`src/rtl/core/ptc_ram.sv`:
```
`timescale 1ns / 1ps
// simple dual-port ram, one write and one registered read, write-first on collision
module ptc_ram #(
    parameter int WIDTH = 8,
    parameter int DEPTH = 16
) (
    input  logic                     i_clk,
    input  logic                     i_we,
    input  logic [$clog2(DEPTH)-1:0] i_waddr,
    input  logic [WIDTH-1:0]         i_wdata,
    input  logic                     i_re,
    input  logic [$clog2(DEPTH)-1:0] i_raddr,
    output logic [WIDTH-1:0]         o_rdata
);

    logic [WIDTH-1:0] r_mem [DEPTH];
    logic [WIDTH-1:0] r_rdata;

    always_ff @(posedge i_clk) begin
        if (i_we) begin
            r_mem[i_waddr] <= i_wdata;
        end
        if (i_re) begin
            r_rdata <= (i_we && (i_waddr == i_raddr)) ? i_wdata : r_mem[i_raddr];
        end
    end

    assign o_rdata = r_rdata;

endmodule

```
`config.mk`:
```
export PLATFORM = sky130hd
export DESIGN_NAME = ptc_ram
export DESIGN_NICKNAME = d
export VERILOG_FILES = /design/src/rtl/core/ptc_ram.sv
export SDC_FILE = /design/constraint.sdc
export NUM_CORES = 1
export LEC_CHECK = 0
export BUFFER_PORTS_ARGS = -buffer_cell sky130_fd_sc_hd__clkbuf_2
export CAP_MARGIN = 20
export CORE_ASPECT_RATIO = 0.6
export CORE_UTILIZATION = 55
export CTS_CLUSTER_DIAMETER = 40
export DETAILED_ROUTE_END_ITERATION = 10
export PLACE_DENSITY_LB_ADDON = 0.08
export REMOVE_ABC_BUFFERS = 1
export SLEW_MARGIN = 10
export SYNTH_ARGS = -nofsm -noshare
export SYNTH_HDL_FRONTEND = slang
export SYNTH_SLANG_ARGS = --single-unit
```
`constraint.sdc`:
```
create_clock -name i_clk -period 2.3 [get_ports i_clk]
set_input_delay 0.69 -clock i_clk [delete_from_list [all_inputs] [get_ports i_clk]]
set_output_delay 0.69 -clock i_clk [all_outputs]
set_load 0.005 [all_outputs]
```
---- Word level (Yosys, flattened, before mapping) ----
Memory sizes are Yosys's and may differ from the RTL's. A register that Yosys moved wholly into a read port is not among the register bits.
Cells that the tools add are included.
word-level totals
  memories kept ........................... 1
  bits of input ports ..................... 19
  register bits after elaboration ......... 0
  logic and storage cells ................. 3
  memory bits (writable) .................. 128
memory list
  memory  depth  bits a word  rd ports  clocked after Yosys merged registers in  wr ports  line  RTL
  r_mem   16     8            1         1                                        1         16    logic [WIDTH-1:0] r_mem [DEPTH];
operators by class
  muxes and demuxes ....................... 2
operator list
  cell     number
  $mux W1  2

---- Logic depth before layout (Yosys ltp) ----
  word-level depth ........................ 2
  gate-level depth with buffers ........... 6
  gate-level depth less buffers ........... 4

---- Worst setup path after synthesis ----
No wires, ideal clock.
  kind .................................... input -> register
  start ................................... input i_raddr[0]
  end ..................................... register r_rdata[1] (netlist: o_rdata[1]), read port of r_mem, data pin
  buffers on the path ..................... 2
  stages .................................. 6
  path slack .............................. 0.107 ns
  required time ........................... 2.040 ns
  data arrival time ....................... 1.934 ns
  library setup time ...................... 0.260 ns
  cells stage by stage .................... buf_6 -> buf_6 -> mux4_1 -> mux2i_1 -> mux2i_1 -> mux2_2
RTL lines
  what             line  RTL
  start, declared  12    input logic [$clog2(DEPTH)-1:0] i_raddr,
  end, declared    17    logic [WIDTH-1:0] r_rdata;

==> metrics.yaml <==
global_route:
  grt_pass1_vias: 2635
  grt_overflow: 0
  grt_pass1_wl_um: 16400
  grt_usage_pct: 24.0
  antenna_found_initial: 0
  grt_max_degree: 18
logic_synthesis:
  synth_cell_types: 19
  ys_ff_latch: 136
  yosysTopAreaCell: "edfxtp_1"
  synth_flop_cell: "edfxtp_1"
  yosysWarnings: 0
  synth_common_cells: "edfxtp_1, mux2i_1, mux4_1, nor2_1, mux4_2"
  async_reset_ff_share_pct: 0
  synthCells: 242
  synth-edff-count: 136
  syn_area_mm2: 0.00548
  ys_seq_area_share_pct: 74.5
  yosysMostFrequentCell: "edfxtp_1"
  ys_top_cells_by_area: "edfxtp_1, mux4_1, mux2i_1, mux4_2, mux2_2"
  yosysTopAreaCellShare_pct: 74.5
  syn_area_per_cell_um2: 22.6
worst_setup_path:
  cp_top_family: "multiplexers"
  worst_path_most_repeated_cell: "mux2i_1"
  critPathLaunchType: "primary input"
  reg2reg_depth: 4
  worstPathRequired_ns: 2.46
  worst-path-stages: 6
  crit_chain: "clkbuf_2 > buf_12 > mux4_1 > mux2i_1 > mux2i_1 > mux2_2"
  slowest_stage: "mux4_1"
  crit_buf_inv: 2
  endpoint_kind: "register"
  worstReg2RegStart: "r_mem[7][1]"
  worstPathArrival_ns: 2.23
  max_stage_delay_ns: 0.57
  path_class: "primary input to register"
  path_max_fanout: 11
  rrSetupSlack_ns: 0.52
  reg2reg_to: "o_rdata[1]"
sta:
  finalHoldViolations: 0
  hold_slack_ns: 0.567
  finalSetupViolations: 0
  fmax_mhz: 484
  skew_ns: 0.00713
  slew_headroom_pct: 72.0
  timing.final.crit_share_pct: 89.9
  min_period_ns: 2.07
  tightest_slew_ns: 0.417
  drv_slew: 0
  grt_setup_unrepaired: "no"
finish:
  antenna_cells: 0
  drive_above_1_share_pct: 31.4
  nFillCells: 575
  post-route-cell-area_mm2: 0.00653
  final_net_count: 324
  syn_to_final_growth_pct: 19.1
  fin_util_pct: 69.2
status:
  outcome: "complete, no violations"
clocking:
  cts_tree: "yes"
  cts.clk_slew.worst_paths_ns: 0.05
  clk_latency_ns: 0.41
  post_cts_buffers: 0
  cts_sinks: 136
  cts_buffers: 17
  clk_path_buf_depth: 2
  ctsRootBufferMaster: "clkbuf_16"
  cts_htree_levels: 4
  cts_hold_buf: 0
  cts_resized: 0
hold_path:
  min_from: "i_wdata[1]"
  hold_end: "r_mem[14][1]"
  hold_path_class: "primary input to register"
  hold_depth: 1
power_and_ir_drop:
  p_per_area_mw_per_mm2: 867
  power_frac_comb_pct: 5.7
  p_leak_nw: 2.31
  netSwitchingPower_mw: 1.14
  peakVddDrop_mv: 0.671
  intPower_mw: 4.51
  power_mw: 5.65
  swShare_pct: 20.2
  seqPwrFrac_pct: 49.8
  power.share.clock_pct: 44.5
die:
  initial_core_util_pct: 58.1
  die_h_um: 79.3
  ios: 27
  coreArea_mm2: 0.00943
  die_x_um: 131
  row_count: 27
  die_area_mm2: 0.0104
placed_design:
  post-dp-hpwl_um: 7210
  place_congestion: 0.743
  dpl-instance-area_mm2: 0.00598
  portBuffers: 26
routing:
  drt_wl_total_um: 11000
  drc: 0
  wl_per_cell_um: 24.5
  drt-initial-drc-count: 294
  ant_nets: 0
  viasPerCell: 5.93
  dr_total_vias: 2656
  drt_pass1_iterations: 5
job:
  max_cap_viol_count: 0
registers in the layout (all words and copies together) (netlist names):
| name | cells |
|---|---|
| r_mem | 128 |
| o_rdata | 8 |
metrics by stage:
| step | setup WS [ns] | instances | setup TNS, ns |
|---|---|---|---|
| 2_1_floorplan | 0.117 | 229 | 0 |
| 3_3_place_gp | -0.176 | 416 | -1.13 |
| 3_5_place_dp | -0.167 | 416 | -1.11 |
| 4_1_cts | 0.243 | 448 | 0 |
| 5_1_grt | 0.203 | 448 | 0 |
| 6_report | 0.233 | 448 | 0 |
final cells by class:
class                   count  area [um2]  share of cell area, %
well taps                 130         163                   2.49
repair buffers             57         425                   6.52
clock buffers              20         437                   6.69
clock inverters            12         109                   1.67
flip-flops and latches    136        4080                   62.6
multi-input cells          93        1310                   20.0
worst max path at each step:
stage	start	endpoint	slack (ns)
4_1_cts	i_raddr[0]	o_rdata[1]	0.24
2_1_floorplan	i_waddr[2]	r_mem[0][0]	0.12
3_5_place_dp	i_raddr[0]	o_rdata[1]	-0.17
5_1_grt	i_raddr[0]	o_rdata[0]	0.20
6_report	i_raddr[0]	o_rdata[1]	0.23
3_3_place_gp	i_raddr[0]	o_rdata[1]	-0.18
power by group through the flow:
stage          sequential (mW)  combinational, mW  clock (mW)
2_1_floorplan             2.86              0.142           0
3_3_place_gp              2.86              0.319           0
3_5_place_dp              2.87              0.324           0
4_1_cts                   2.82              0.326        2.54
5_1_grt                   2.82              0.347        2.65
6_report                  2.81              0.323        2.52
cell usage in the layout, fill, tap and decap left out, types with 3 or more instances in the layout:
master,n
xor2_1,3
mux4_2,9
buf_12,5
clkinv_2,3
mux4_1,23
clkbuf_1,3
clkbuf_2,26
clkbuf_16,17
nor3_1,4
clkinv_1,5
mux2i_1,24
buf_4,26
mux2_2,8
edfxtp_1,136
nor2_1,12
cell families after synthesis:
logic type / share of synthesized area, %
DFF: 74.5
muxes: 20.8
and+or+nand+nor: 2.47
buffers and inverters: 1.62
xor gates and xnor gates: 0.639
layer usage:
layer | share of wire, % | routed length (um) | vias to the layer above | global-route usage, %
met5 | 0 | 0 | - | 0
met4 | 0.54 | 59 | 0 | 6.32
met3 | 8.2 | 896 | 8 | 6.94
met2 | 44 | 4800 | 117 | 32.9
met1 | 48 | 5230 | 1369 | 37.6
li1 | - | - | 1162 | -
worst register-to-register path, stage by stage (launching register included):
cell and delay, ns:
edfxtp_1 0.37, mux4_1 0.52, mux2i_1 0.25, mux2i_1 0.11
mux2_2 0.28
No activity file was read; power rests on OpenSTA's default activity.
