## src/rtl/core/ptc_pkg.sv

```systemverilog
`timescale 1ns / 1ps
// shared constants and types of the page translator with clock replacement
package ptc_pkg;

    localparam int ADDR_BITS     = 32;
    localparam int OFFSET_BITS   = 16;
    localparam int FRAME_BITS    = 7;
    localparam int FRAME_SLOTS   = 128;
    localparam int PHYS_BITS     = 23;
    localparam int CNT_BITS      = 32;
    localparam int FC_BITS       = 8;
    localparam int SHIFT_BITS    = 5;
    localparam int CFG_IDX_BITS  = 1;
    localparam int CFG_DATA_BITS = 8;

    // register indexes of the configuration port
    localparam logic [CFG_IDX_BITS-1:0] CFG_FRAME_COUNT = 1'd0;
    localparam logic [CFG_IDX_BITS-1:0] CFG_PAGE_SHIFT  = 1'd1;

    localparam logic [FC_BITS-1:0]    FRAME_COUNT_RST = 8'd8;
    localparam logic [SHIFT_BITS-1:0] PAGE_SHIFT_RST  = 5'd12;
    localparam logic [SHIFT_BITS-1:0] SHIFT_MAX       = 5'd16;
    localparam logic [FC_BITS-1:0]    FC_MAX          = 8'd128;

    // configuration after clamping
    typedef struct packed {
        logic [FC_BITS-1:0]    frame_count;
        logic [SHIFT_BITS-1:0] page_shift;
    } t_cfg;

    typedef struct packed {
        logic                   page_hit;
        logic [ADDR_BITS-1:0]   page_index;
        logic [OFFSET_BITS-1:0] page_offset;
        logic [FRAME_BITS-1:0]  frame_used;
        logic [PHYS_BITS-1:0]   phys_addr;
        logic                   out_of_range;
        logic [CNT_BITS-1:0]    reference_total;
        logic [CNT_BITS-1:0]    fault_total;
    } t_result;

endpackage

```

## src/rtl/core/ptc_ctrl.sv

```systemverilog
`timescale 1ns / 1ps
// translation sequencer: page table lookup, frame allocation and clock sweep
module ptc_ctrl #(
    parameter int VIRTUAL_PAGES = 65536
) (
    input  logic                                 i_clk,
    input  logic                                 i_rst_n,
    input  ptc_pkg::t_cfg                        i_cfg,
    input  logic                                 i_in_valid,
    input  logic [ptc_pkg::ADDR_BITS-1:0]        i_in_addr,
    output logic                                 o_in_ready,
    output logic                                 o_pm_we,
    output logic [$clog2(VIRTUAL_PAGES)-1:0]     o_pm_waddr,
    output logic [ptc_pkg::FRAME_BITS:0]         o_pm_wdata,
    output logic                                 o_pm_re,
    output logic [$clog2(VIRTUAL_PAGES)-1:0]     o_pm_raddr,
    input  logic [ptc_pkg::FRAME_BITS:0]         i_pm_rdata,
    output logic                                 o_fm_we,
    output logic [ptc_pkg::FRAME_BITS-1:0]       o_fm_waddr,
    output logic [$clog2(VIRTUAL_PAGES):0]       o_fm_wdata,
    output logic                                 o_fm_re,
    output logic [ptc_pkg::FRAME_BITS-1:0]       o_fm_raddr,
    input  logic [$clog2(VIRTUAL_PAGES):0]       i_fm_rdata,
    input  logic                                 i_out_free,
    output logic                                 o_res_valid,
    output ptc_pkg::t_result                     o_res
);

    localparam int PAGE_BITS = $clog2(VIRTUAL_PAGES);
    localparam int AB = ptc_pkg::ADDR_BITS;
    localparam int FB = ptc_pkg::FRAME_BITS;
    localparam logic [AB:0] PAGE_LIMIT = (AB + 1)'(VIRTUAL_PAGES);
    localparam logic [PAGE_BITS-1:0] CLR_LAST = PAGE_BITS'(VIRTUAL_PAGES - 1);

    localparam logic [2:0] S_CLEAR = 3'd0;
    localparam logic [2:0] S_IDLE  = 3'd1;
    localparam logic [2:0] S_LOOK  = 3'd2;
    localparam logic [2:0] S_HIT   = 3'd3;
    localparam logic [2:0] S_SWEEP = 3'd4;
    localparam logic [2:0] S_FILL  = 3'd5;
    localparam logic [2:0] S_DONE  = 3'd6;

    logic [2:0]                        r_state, n_state;
    logic [PAGE_BITS-1:0]              r_clr_addr, n_clr_addr;
    logic [AB-1:0]                     r_page, n_page;
    logic [ptc_pkg::OFFSET_BITS-1:0]   r_offset, n_offset;
    logic [ptc_pkg::SHIFT_BITS-1:0]    r_shift, n_shift;
    logic                              r_oor, n_oor;
    logic                              r_hit, n_hit;
    logic [FB-1:0]                     r_frame, n_frame;
    logic [FB-1:0]                     r_hand, n_hand;
    logic [ptc_pkg::FC_BITS-1:0]       r_alloc, n_alloc;
    logic [ptc_pkg::CNT_BITS-1:0]      r_ref_cnt, n_ref_cnt;
    logic [ptc_pkg::CNT_BITS-1:0]      r_fault_cnt, n_fault_cnt;

    logic [AB-1:0]                     w_page;
    logic [ptc_pkg::OFFSET_BITS-1:0]   w_offset;
    logic                              w_oor;
    logic                              w_pm_valid;
    logic [FB-1:0]                     w_pm_frame;
    logic                              w_fm_ref;
    logic [PAGE_BITS-1:0]              w_fm_owner;
    logic [FB-1:0]                     w_hand_start;
    logic [FB-1:0]                     w_hand_next;

    // split of the incoming address
    assign w_page   = i_in_addr >> i_cfg.page_shift;
    assign w_offset = ptc_pkg::OFFSET_BITS'(i_in_addr &
                      ((AB'(1) << i_cfg.page_shift) - AB'(1)));
    assign w_oor    = {1'b0, w_page} >= PAGE_LIMIT;

    assign w_pm_valid = i_pm_rdata[FB];
    assign w_pm_frame = i_pm_rdata[FB-1:0];
    assign w_fm_ref   = i_fm_rdata[PAGE_BITS];
    assign w_fm_owner = i_fm_rdata[PAGE_BITS-1:0];

    // hand restarts at zero if the frame count shrank below it
    assign w_hand_start = ({1'b0, r_hand} >= i_cfg.frame_count) ? '0 : r_hand;
    assign w_hand_next  = (({1'b0, r_hand} + ptc_pkg::FC_BITS'(1)) == i_cfg.frame_count)
                          ? '0 : r_hand + FB'(1);

    always_comb begin
        n_state     = r_state;
        n_clr_addr  = r_clr_addr;
        n_page      = r_page;
        n_offset    = r_offset;
        n_shift     = r_shift;
        n_oor       = r_oor;
        n_hit       = r_hit;
        n_frame     = r_frame;
        n_hand      = r_hand;
        n_alloc     = r_alloc;
        n_ref_cnt   = r_ref_cnt;
        n_fault_cnt = r_fault_cnt;
        o_in_ready  = 1'b0;
        o_pm_we     = 1'b0;
        o_pm_waddr  = r_page[PAGE_BITS-1:0];
        o_pm_wdata  = '0;
        o_pm_re     = 1'b0;
        o_pm_raddr  = w_page[PAGE_BITS-1:0];
        o_fm_we     = 1'b0;
        o_fm_waddr  = r_frame;
        o_fm_wdata  = '0;
        o_fm_re     = 1'b0;
        o_fm_raddr  = r_hand;
        o_res_valid = 1'b0;

        case (r_state)
            S_CLEAR: begin
                o_pm_we    = 1'b1;
                o_pm_waddr = r_clr_addr;
                n_clr_addr = r_clr_addr + PAGE_BITS'(1);
                if (r_clr_addr == CLR_LAST) begin
                    n_state = S_IDLE;
                end
            end
            S_IDLE: begin
                o_in_ready = 1'b1;
                if (i_in_valid) begin
                    o_pm_re  = 1'b1;
                    n_page   = w_page;
                    n_offset = w_offset;
                    n_shift  = i_cfg.page_shift;
                    n_oor    = w_oor;
                    n_hit    = 1'b0;
                    n_frame  = '0;
                    n_state  = w_oor ? S_DONE : S_LOOK;
                end
            end
            S_LOOK: begin
                n_ref_cnt = (&r_ref_cnt) ? r_ref_cnt : r_ref_cnt + ptc_pkg::CNT_BITS'(1);
                if (w_pm_valid) begin
                    n_hit      = 1'b1;
                    n_frame    = w_pm_frame;
                    o_fm_re    = 1'b1;
                    o_fm_raddr = w_pm_frame;
                    n_state    = S_HIT;
                end else begin
                    n_fault_cnt = (&r_fault_cnt) ? r_fault_cnt
                                                 : r_fault_cnt + ptc_pkg::CNT_BITS'(1);
                    if (r_alloc < i_cfg.frame_count) begin
                        // a never-used frame is still free
                        n_frame    = r_alloc[FB-1:0];
                        n_alloc    = r_alloc + ptc_pkg::FC_BITS'(1);
                        o_pm_we    = 1'b1;
                        o_pm_wdata = {1'b1, r_alloc[FB-1:0]};
                        o_fm_we    = 1'b1;
                        o_fm_waddr = r_alloc[FB-1:0];
                        o_fm_wdata = {1'b1, r_page[PAGE_BITS-1:0]};
                        n_state    = S_DONE;
                    end else begin
                        n_hand     = w_hand_start;
                        o_fm_re    = 1'b1;
                        o_fm_raddr = w_hand_start;
                        n_state    = S_SWEEP;
                    end
                end
            end
            S_HIT: begin
                o_fm_we    = 1'b1;
                o_fm_wdata = {1'b1, w_fm_owner};
                n_state    = S_DONE;
            end
            S_SWEEP: begin
                n_hand = w_hand_next;
                if (w_fm_ref) begin
                    // second chance: clear and move on
                    o_fm_we    = 1'b1;
                    o_fm_waddr = r_hand;
                    o_fm_wdata = {1'b0, w_fm_owner};
                    o_fm_re    = 1'b1;
                    o_fm_raddr = w_hand_next;
                end else begin
                    // victim found, unmap its old page
                    n_frame    = r_hand;
                    o_pm_we    = 1'b1;
                    o_pm_waddr = w_fm_owner;
                    o_pm_wdata = '0;
                    n_state    = S_FILL;
                end
            end
            S_FILL: begin
                o_pm_we    = 1'b1;
                o_pm_wdata = {1'b1, r_frame};
                o_fm_we    = 1'b1;
                o_fm_wdata = {1'b1, r_page[PAGE_BITS-1:0]};
                n_state    = S_DONE;
            end
            S_DONE: begin
                if (i_out_free) begin
                    o_res_valid = 1'b1;
                    n_state     = S_IDLE;
                end
            end
            default: begin
                n_state = S_IDLE;
            end
        endcase
    end

    always_ff @(posedge i_clk) begin
        if (!i_rst_n) begin
            r_state     <= S_CLEAR;
            r_clr_addr  <= '0;
            r_hand      <= '0;
            r_alloc     <= '0;
            r_ref_cnt   <= '0;
            r_fault_cnt <= '0;
        end else begin
            r_state     <= n_state;
            r_clr_addr  <= n_clr_addr;
            r_hand      <= n_hand;
            r_alloc     <= n_alloc;
            r_ref_cnt   <= n_ref_cnt;
            r_fault_cnt <= n_fault_cnt;
        end
    end

    always_ff @(posedge i_clk) begin
        r_page   <= n_page;
        r_offset <= n_offset;
        r_shift  <= n_shift;
        r_oor    <= n_oor;
        r_hit    <= n_hit;
        r_frame  <= n_frame;
    end

    always_comb begin
        o_res.page_hit         = r_hit;
        o_res.page_index       = r_page;
        o_res.page_offset      = r_offset;
        o_res.frame_used       = r_oor ? '0 : r_frame;
        o_res.phys_addr        = r_oor ? '0
            : ((ptc_pkg::PHYS_BITS'(r_frame) << r_shift) | ptc_pkg::PHYS_BITS'(r_offset));
        o_res.out_of_range     = r_oor;
        o_res.reference_total  = r_ref_cnt;
        o_res.fault_total      = r_fault_cnt;
    end

endmodule

```

## config.mk

```make
export PLATFORM = sky130hd
export DESIGN_NAME = ptc_ctrl
export DESIGN_NICKNAME = d
export VERILOG_FILES = /design/src/rtl/core/ptc_pkg.sv /design/src/rtl/core/ptc_ctrl.sv
export SDC_FILE = /design/constraint.sdc
export NUM_CORES = 1
export LEC_CHECK = 0
export BUFFER_PORTS_ARGS = -buffer_cell sky130_fd_sc_hd__buf_2
export CORE_MARGIN = 3
export CORE_UTILIZATION = 30
export DETAILED_ROUTE_END_ITERATION = 12
export HOLD_SLACK_MARGIN = 0.1
export PLACE_DENSITY = 0.54
export SYNTH_ARGS = -nofsm -noshare
export SYNTH_HDL_FRONTEND = slang
export SYNTH_SLANG_ARGS = --single-unit
```

## constraint.sdc

```tcl
create_clock -name i_clk -period 7.3 [get_ports i_clk]
set_clock_uncertainty 0.15 [all_clocks]
set_input_delay 0.365 -clock i_clk [delete_from_list [all_inputs] [get_ports i_clk]]
set_output_delay 0.365 -clock i_clk [all_outputs]
set_load 0.02 [all_outputs]
```

# Word-level counts from Yosys, hierarchy flattened
# Cells that the tools add are included.
# totals
word_cells,112
ff_bits,160
# op_classes
n_eq_ne,14
bitwise,5
reduce_logical,16
shifts,3
n_addsub,7
muxes,52
magnitude_cmp,3
# op_table
op,n
two-way mux 7 bit,13
one-hot mux 17 bit (4 select lines),1
adder 32 x 1 -> 32 bit (second input constant),2
AND reduction 32 bit,2
one-hot mux 7 bit (2 select lines),3
two-way mux 17 bit,2
>= comparator 32 x 17 -> 1 bit (second input constant),1
two-way mux 16 bit,2
one-hot mux 16 bit (2 select lines),1
>> shifter 32 x 5 -> 32 bit,1
two-way mux 23 bit,1
bitwise OR 23 x 16 -> 23 bit,1
left shift 7 x 5 -> 23 bit,1
one-hot mux 7 bit (3 select lines),1
two-way mux 3 bit,6
one-hot mux 3 bit (6 select lines),1
adder 16 x 1 -> 16 bit (second input constant),1
bitwise AND 16 bit,1
equality test 16 bit (second input constant),1
two-way mux 8 bit,2
one-hot mux 8 bit (2 select lines),1
left shift 1 x 5 -> 16 bit (first input constant),1
subtractor 16 x 1 -> 16 bit (second input constant),1
two-way mux 1 bit,13
other kinds (21),40

# Logic depth before layout (Yosys ltp)
# Gate-level depths: netlist of run 1.
# depth
depth_word,5
mapped_depth,12
ltp_nobuf,10

# Worst setup path after synthesis of run 1
# No wires, ideal clock.
# synth_timing
kind,reg-to-reg
start,register r_state[1]
end,register r_hit (enable)
stages_incl_launch_ff,6
setup_ps,311
arrival_ps,5461
setup_slack_ps,1378
period_less_slack_ps,5922
cell_sequence,dfxtp_1 > clkbuf_1 > clkbuf_1 > nand2b_1 > nor3_1 > or2_2
# synth_via
elab_chain_cells,3
elab_cells_between_ends,6
# synth_rtl
item,line_no,source
start: declaration,ptc_ctrl.sv:43,"logic [2:0] r_state, n_state;"
start signal: assignment,ptc_ctrl.sv:210,r_state <= n_state;
equality test 3 x 2 -> 1 bit or equality test 3 x 1 -> 1 bit (tied branches),ptc_ctrl.sv:108,case (r_state)
inequality test 2 bit (no line) or nonzero test 2 bit (tied branches),n/a,
AND reduction 3 bit (no line) (*),n/a,
end signal: assignment,ptc_ctrl.sv:224,r_hit <= n_hit;
end: declaration,ptc_ctrl.sv:49,"logic r_hit, n_hit;"
# Mark *: on every way between the ends. The rest lies on a longest branch, timed or not.
# A chain may end at the register's enable or synchronous reset.

# Final worst setup path of run 1
# layout_timing
start,register r_state[1]
end,output port o_fm_wdata[1]
# layout_via
elab_chain_cells,2
elab_cells_between_ends,5
# layout_rtl
item,line_no,source
equality test 3 bit or equality test 3 x 2 -> 1 bit (tied branches),ptc_ctrl.sv:108,
one-hot mux 17 bit (4 select lines) (*),ptc_ctrl.sv:108,
end: declaration,ptc_ctrl.sv:20,"output logic [$clog2(VIRTUAL_PAGES):0] o_fm_wdata,"
# Marks and branches as above.

==> results of run 1 <==
kinds of logic (layout without fill, tap and decap cells):
family	Yosys count	in the layout	share of synthesized area (%)
AO/OA/AOI/OAI	341	341	20.0
XOR/XNOR	73	73	5.72
adder cells (fa/ha/maj)	20	20	2.24
buffers and inverters	153	381	5.98
flip-flops	160	160	34.2
multiplexers	70	70	9.27
other	0	1	0
AND/OR/NAND/NOR	508	508	22.6
critical path, delay by kind of cell (launching register included):
family / cells / cell delay (ps)
and+or+nand+nor: 4 / 1440
DFF: 1 / 700
AOI/OAI and AO/OA: 2 / 890
buffers and inverters: 3 / 560
cells in the mapped netlist, types with 18 or more instances:
cell type and number:
nor2_1 152, dfxtp_1 98, nand2_1 98, a21oi_1 88, clkbuf_1 72, edfxtp_1 62, xnor2_1 58, o21ai_0 46
nor3_1 44, inv_1 35, mux2i_1 33, nand3_1 32, nand4_1 32, o21ai_1 29, nand2b_1 25, o22ai_1 24
a22o_1 23, mux4_2 23, nor4_1 21, o31ai_1 21, or3_1 21, and2_1 20, ha_1 20, buf_4 18
final timing paths:
kind / depth (start not counted) / slack, ps / endpoint
setup reg to reg: 7 / 4280 / r_alloc[7]$_SDFFE_PN0P_
hold reg to reg: 2 / 340 / r_alloc[7]$_SDFFE_PN0P_
hold / removal: 2 / 120 / r_offset[1]$_DFFE_PP_
setup / recovery: 9 / 2710 / o_fm_wdata[1]
repair_timing:
item	CTS	global route
hold buffers	3	0
hold endpoints to repair	4	0
gates resized for setup	0	0
setup buffers	0	0
registers in the layout, summed over array words and instances (netlist names):
name	count
r_alloc	8
r_clr_addr	16
r_fault_cnt	32
r_frame	7
r_hand	7
r_hit	1
r_offset	16
r_oor	1
r_page	32
r_ref_cnt	32
r_shift	5
r_state	3
power by group through the flow:
stage	combinational, mW	sequential, mW	clock (mW)
6_report	0.268	0.931	0.891
3_5_place_dp	0.264	0.951	0
2_1_floorplan	0.185	0.951	0
4_1_cts	0.266	0.931	0.922
3_3_place_gp	0.262	0.951	0
5_1_grt	0.291	0.931	0.959
through the flow:
stage,worst slack [ps],cell area [µm²],util [%],hold WS [ps]
floorplan,1380,11200,-,306
global placement,3290,12800,34.9,318
detailed placement,3180,12800,34.9,328
CTS,2670,13400,36.6,105
global route,2400,13400,36.6,123
finish,2710,13400,36.6,119
layout by cell type, fill, tap and decap left out, drive strengths merged, types with 8 or more instances in the layout:
master,count
a211oi,12
a21o,11
a21oi,89
a22o,23
a22oi,8
a2bb2oi,8
a31oi,17
and2,20
and3,16
and4,11
buf,305
clkbuf,19
dfxtp,98
edfxtp,62
ha,20
inv,48
mux2,12
mux2i,33
mux4,25
nand2,98
nand2b,25
nand3,32
nand4,32
nor2,152
nor2b,11
nor3,44
nor4,21
o21ai,75
o22ai,24
o31ai,21
or3,21
xnor2,58
xor2,15
cell type report:
cell class              instances  area (µm²)  share of cell area [%]
diodes                          1        2.50                  0.0186
multi-input cells            1012        6710                    50.0
inverters                      41         154                    1.15
well taps                     468         586                    4.36
flip-flops and latches        160        3820                    28.5
clock inverters                13         115                   0.857
repair buffers                308        1580                    11.8
clock buffers                  19         454                    3.38
layer usage:
metal | global-route usage [%] | share of wire [%]
met5 | 0 | 0.083
met4 | 5.39 | 1.8
met3 | 4.52 | 6.6
met2 | 32.6 | 48
met1 | 26.9 | 44
==> impl_metrics.yaml, run 1 <==
route:
  routedWlPerCell_um: 20.2
  vias_per_cell: 5.54
  vias: 11200
  drt-pass1-iter-count: 5
  ant_nets: 0
  wirelength_um: 40800
  route.detailed.drc: 0
  detail_route.iter0.violations: 875
die:
  die_h_um: 199
  dieArea_mm2: 0.0396
  dieWidth_um: 199
  design.portCount: 295
  start_util_pct: 30.5
  fp-row-count: 70
  core_area_mm2: 0.0367
critical_path:
  r2r_start: "r_alloc[4]$_SDFFE_PN0P_"
  slowest_delay_ps: 830
  arrival_ps: 4070
  worstPathRequired_ps: 6780
  cp_max_fo: 22
  critPathLaunchType: "flip-flop"
  slowest_stage: "or2_1"
  cp-startpoint: "r_state[1]$_SDFFE_PN0P_"
  cpMostUsedCell: "nand2_1"
  path_cells: "nor2b_1 -> nand2_1 -> buf_4 -> inv_2 -> nand2_1 -> a21oi_2 -> or2_1 -> a22o_1 -> buf_2"
  critPathKind: "reg -> out"
  endpoint_kind: "primary output"
pwr:
  p_sw_mw: 0.596
  static-leakage-power_nw: 5.41
  ir_drop_uv: 141
  power_density_mw_per_mm2: 156
  power.total_mw: 2.09
  comb_power_share_pct: 12.8
  pwr-share-clk_pct: 42.6
  p_int_mw: 1.49
  seq_power_share_pct: 44.5
  netSwitchingFraction_pct: 28.5
synth:
  yosysWarnings: 0
  avgSynthCellArea_um2: 8.44
  syn_nets: 1419
  ys_seq_area_share_pct: 34.2
  ys.flop_type: "dfxtp_1"
  synth_top_cell_by_area: "dfxtp_1"
  syn_area_mm2: 0.0112
  synth_area_leaders: "dfxtp_1, edfxtp_1, nor2_1"
  ys_ff_latch: 160
  netlist.area_leader.share_pct: 17.5
  syn-instance-count: 1325
  synth.distinct_cells: 74
  synth-async-reset-ratio_pct: 0
  synth_edf_count: 62
global_routing:
  track_usage_pct: 20.0
  grt_pass1_wl_um: 61900
  grt-ovfl-total: 0
  grt_pass1_vias: 10400
  grt_max_degree: 69
  antenna_found_initial: 2
sta:
  worst_slew_pin_slew_ps: 1050
  finalSetupTns_ps: 0
  fmax_ghz: 0.218
  rsz0062_at_grt: "no"
  finalMaxSlewViolations: 0
  relSlewSlack_pct: 30.1
  fin_crit_ps: 4590
  post-route-period-util_pct: 62.8
  hold_viol: 0
  finalSetupViolations: 0
finish:
  fillers: 3835
  drive_above_1_share_pct: 25.2
  syn2layout_area_growth_pct: 20.1
  final_net_count: 1634
  final_cells: 2022
clocking:
  cts_tree: "done"
  cts.sinks: 160
  cts_htree_levels: 4
  numCtsBuffers: 17
  clk_latency_ps: 450
  cts_root_buffer: "clkbuf_16"
  clockBufferDepth: 2
  cts.clk_slew.worst_paths_ps: 70
placed_design:
  routabilityCongestion: 0.910
  place_inst: 1986
  hpwlAfterDp_um: 30300
  portBuffers: 294
worst_hold_path:
  hold_path_class: "in -> reg"
  min-delay-start: "i_in_addr[1]"
run:
  maxCapViolations: 0
run_status:
  status: "finished clean"
Power figures use the tool's default switching activity.
==> run 2, diff against run 1 <==
clock period = 4.6 ns   (was 7.3 ns; I/O delays follow)
==> run 2 against run 1 <==
  * First-iteration DRC count grew 3.7%
  * Highest routed layer unchanged
  * Wire length grew 2.6%
  * Global-route usage grew 0.34 points
  * Combinational power grew 65%
  * Design area grew 1.5%
  * Critical path depth shrank 1
  * Final cell count grew 0.99%
  * Via count grew 1.3%
==> impl_metrics.yaml, run 2 (synthesis results as in run 1) <==
global_routing:
  busiest_layer: "met2"
  met1_usage_pct: 27.2
  grt_max_degree: 57
  antenna_found_initial: 1
  grtUsageMet2_pct: 33.8
  grt_pass1_vias: 10600
  grt-ovfl-total: 0
  track_usage_pct: 20.4
  grt_pass1_wl_um: 62900
  use_met3_pct: 3.42
critical_path:
  arrival_ps: 3490
  endpoint_kind: "primary output"
  cp_max_fo: 18
  critPathLaunchType: "flip-flop"
  worstPathRequired_ps: 4220
  critPathKind: "reg -> out"
route:
  drt-pass1-iter-count: 8
  wirelength_um: 41800
  ant_nets: 0
  routedWlPerCell_um: 20.5
  vias: 11400
  vias_per_cell: 5.56
  detail_route.iter0.violations: 907
  route.detailed.drc: 0
finish:
  diodes: 0
  drive_above_1_share_pct: 25.2
  syn2layout_area_growth_pct: 21.9
  final_common_cell: "buf_2"
  top_regs: "r_fault_cnt x32, r_page x32, r_ref_cnt x32"
  final_net_count: 1656
  final_cells: 2042
  mostFrequentLayoutCells: "buf_2, nor2_1, nand2_1, dfxtp_1, a21oi_1"
sta:
  fmax_ghz: 0.258
  hold_viol: 0
  rsz0062_at_grt: "no"
  finalSetupViolations: 0
  fin_crit_ps: 3870
  whs_ps: 170
  finalMaxSlewViolations: 0
  worst_slew_pin_slew_ps: 1080
  relSlewSlack_pct: 27.8
  post-route-period-util_pct: 84.2
  finalSetupTns_ps: 0
pwr:
  power_density_mw_per_mm2: 245
  ir_drop_uv: 207
  static-leakage-power_nw: 5.50
clocking:
  postCtsResizedCells: 0
  cts_htree_levels: 4
  clockBufferDepth: 2
  cts_root_buffer: "clkbuf_16"
  numCtsBuffers: 17
  clk_latency_ps: 450
  cts.sinks: 160
  cts.clk_slew.worst_paths_ps: 70
  cts_tree: "done"
die:
  core_area_mm2: 0.0367
  dieArea_mm2: 0.0396
  die_h_um: 199
  fp-row-count: 70
  start_util_pct: 30.5
  design.portCount: 295
  dieWidth_um: 199
placed_design:
  routabilityCongestion: 0.896
  place_inst: 1992
  hpwlAfterDp_um: 31100
  portBuffers: 294
run:
  maxCapViolations: 0
worst_hold_path:
  hold_path_class: "in -> reg"
run_status:
  status: "finished clean"
==> run 2: cell count changes in the layout (fill, tap and decap cells not counted), sizes merged <==
| cell | change |
|---|---|
| buf | +6 |
| bufinv | +1 |
| clkbuf | -1 |
| clkinvlp | -1 |
| diode | -1 |
| dlygate4sd3 | +16 |
==> run 2: worst max-delay path, cell delays in order (launching register included) <==
cell      delay (ps)
dfxtp_1          480
ha_1             290
a211oi_1         350
o211ai_2         300
a21oi_2          220
buf_4            240
or2_1            730
a22o_1           240
buf_2            170
==> run 2: where the power goes <==
part / total [mW] / switching (mW) / internal, mW
clock: 1.42 / 0.662 / 0.754
sequential: 1.48 / 0.00313 / 1.47
combinational: 0.443 / 0.277 / 0.166
total: 3.34 / 0.942 / 2.39
==> run 2: worst paths after layout <==
check        slack, ps                 endpoint                    start  depth (start not counted)
min                170     r_frame[0]$_DFFE_PP_            i_pm_rdata[0]                          3
min reg2reg        340  r_alloc[7]$_SDFFE_PN0P_  r_alloc[7]$_SDFFE_PN0P_                          2
max reg2reg       1700  r_alloc[7]$_SDFFE_PN0P_  r_state[2]$_SDFFE_PN0P_                          5
max                730            o_fm_wdata[1]  r_alloc[1]$_SDFFE_PN0P_                          8
==> run 2: through the flow <==
step	util [%]	power [mW]	cell area [µm²]	setup slack, ps
2_1_floorplan	-	1.80	11200	589
3_3_place_gp	35.1	1.93	12900	1370
3_5_place_dp	35.1	1.94	12900	1250
4_1_cts	37.1	3.38	13600	732
5_1_grt	37.1	3.48	13600	467
6_report	37.1	3.34	13600	727
==> run 2: area by class of cell <==
class | instances | area [µm²]
Fill cell | 3811 | 23100
Tap cell | 468 | 586
Timing Repair Buffer | 330 | 1800
Multi-Input combinational cell | 1012 | 6710
Clock inverter | 13 | 126
Inverter | 41 | 154
Clock buffer | 18 | 429
Sequential cell | 160 | 3820
==> run 2: timing repair <==
| action | in CTS | in global routing |
|---|---|---|
| endpoints found under the hold margin | 22 | 0 |
| hold buffers | 19 | 0 |
| setup buffers | 0 | 0 |
==> run 2: layer usage <==
layer  wire, µm  up-vias  part of all wire (%)
met3       2340       54                   5.6
met4        915        2                   2.2
met2      20200      420                    48
met5         20        -                 0.048
met1      18400     5510                    44
li1           -     5372                     -
==> run 3, diff against run 2 <==
PLACE_DENSITY = 0.56   (was 0.54)
clock period = 3.4 ns   (was 4.6 ns; I/O delays follow)
==> run 3 against run 2 <==
  * Total power is 36% higher
  * Combinational power is 37% higher
  * Largest cell class unchanged
  * Flip-flop and latch count stayed put
  * Non-clock buffer count is 28 higher
  * Worst setup slack worse by 530 ps
  * Clock-buffer cell count is 1 higher
  * Critical path depth is 1 lower
  * Via count is 0.60% higher
  * Global-route usage is 0.20 points lower
==> impl_metrics.yaml, run 3 (synthesis results as in run 1) <==
finish:
  final_cells: 2072
  fin_area_mm2: 0.0139
  drive_above_1_share_pct: 26.3
  ff_latch_area_mm2: 0.00383
  final_net_count: 1684
  top_regs: "r_fault_cnt x32, r_page x32, r_ref_cnt x32"
  final_common_cell: "buf_2"
  final_util_pct: 38.0
  mostFrequentLayoutCells: "buf_2, nor2_1, nand2_1"
  fillers: 3737
  syn2layout_area_growth_pct: 24.6
  multiInputGateArea_mm2: 0.00673
route:
  vias: 11400
  route.detailed.drc: 0
  vias_per_cell: 5.51
  wirelength_um: 41300
  ant_nets: 0
  detail_route.iter0.violations: 955
  drt-pass1-iter-count: 5
  routedWlPerCell_um: 19.9
sta:
  post-route-period-util_pct: 94.2
  finalSetupTns_ps: 0
  finalSetupViolations: 0
  fin_ws_ps: 198
  relSlewSlack_pct: 36.0
  hold_viol: 0
  rsz0062_at_grt: "no"
  fin_crit_ps: 3200
  worst_slew_pin_slew_ps: 959
  finalMaxSlewViolations: 0
  fmax_ghz: 0.312
critical_path:
  r2r_start: "r_alloc[4]$_SDFFE_PN0P_"
  r2r_end: "r_alloc[7]$_SDFFE_PN0P_"
  cp_max_fo: 10
  r2r_cells: 9
  critPathLaunchType: "flip-flop"
  worstPathRequired_ps: 3080
  r2r_slack_ps: 600
  arrival_ps: 2880
  cp-startpoint: "r_alloc[3]$_SDFFE_PN0P_"
  critPathKind: "reg -> out"
  endpoint_kind: "primary output"
global_routing:
  grt-ovfl-total: 0
  track_usage_pct: 20.2
  antenna_found_initial: 0
  grt_pass1_vias: 10600
  grt_pass1_wl_um: 62200
  grt_max_degree: 76
die:
  die_h_um: 199
  dieWidth_um: 199
  core_area_mm2: 0.0367
  design.portCount: 295
  fp-row-count: 70
  dieArea_mm2: 0.0396
  start_util_pct: 30.5
placed_design:
  hpwlAfterDp_um: 30800
  place_inst: 2008
  placed_cell_area_mm2: 0.0130
  portBuffers: 294
  routabilityCongestion: 0.916
  dp_worst_setup_slack_ps: 494
clocking:
  cts_root_buffer: "clkbuf_16"
  numCtsBuffers: 17
  cts_tree: "done"
  clockBufferDepth: 2
  cts.clk_slew.worst_paths_ps: 70
  cts_htree_levels: 4
  clk_latency_ps: 440
  cts.sinks: 160
worst_hold_path:
  hold_path_class: "in -> reg"
  min-delay-start: "i_pm_rdata[6]"
  whs_endpoint: "r_frame[6]$_DFFE_PP_"
  hold_depth: 3
run:
  maxCapViolations: 0
pwr:
  static-leakage-power_nw: 5.66
  ir_drop_uv: 316
  power_density_mw_per_mm2: 326
run_status:
  status: "finished clean"
run 3: routing by layer:
layer / up-vias / global-route usage, % / routed length [µm]
met3: 69 / 3.78 / 2560
li1: 5415 / - / -
met5: - / 0 / 0
met2: 455 / 33.2 / 19800
met4: 0 / 6.95 / 1080
met1: 5487 / 26.7 / 17900
run 3: stage by stage:
stage          hold WS, ps  power, mW
2_1_floorplan          119       2.44
3_3_place_gp           335       2.62
3_5_place_dp           346       2.62
4_1_cts                106       4.60
5_1_grt                135       4.73
6_report               137       4.54
run 3: worst max path at each step:
stage,to,slack (ps),depth (start not counted)
2_1_floorplan,r_hit$_DFFE_PP_,330,5
3_3_place_gp,r_state[2]$_SDFFE_PN0P_,510,7
3_5_place_dp,r_state[2]$_SDFFE_PN0P_,490,7
4_1_cts,o_fm_raddr[6],40,9
5_1_grt,o_fm_raddr[2],10,7
6_report,o_fm_raddr[6],200,7
run 3: cell type report:
class,count,area share (%)
clock inverters,13,0.907
multi-input cells,1012,48.3
clock buffers,19,3.25
well taps,468,4.20
diodes,1,0.0180
flip-flops and latches,160,27.5
inverters,41,1.10
repair buffers,358,14.8
run 3: what timing repair did:
item	4_1_cts	5_1_grt
endpoints found under the hold margin	31	0
gates resized for setup	0	4
endpoints found under the setup margin	0	26
setup buffers	0	4
hold buffers	27	0
run 3: report_power, final:
group          switching (mW)  internal (mW)
logic                   0.370          0.238
clock network           0.870           1.06
registers             0.00395           1.99
total                    1.24           3.30
run 3: critical path: stages, from the launching register on:
cell and delay (ps):
dfxtp_1 440, ha_1 340, o21ai_0 130, o211a_2 340
nor4_2 460, o21ai_1 220, a221o_1 350, buf_2 160
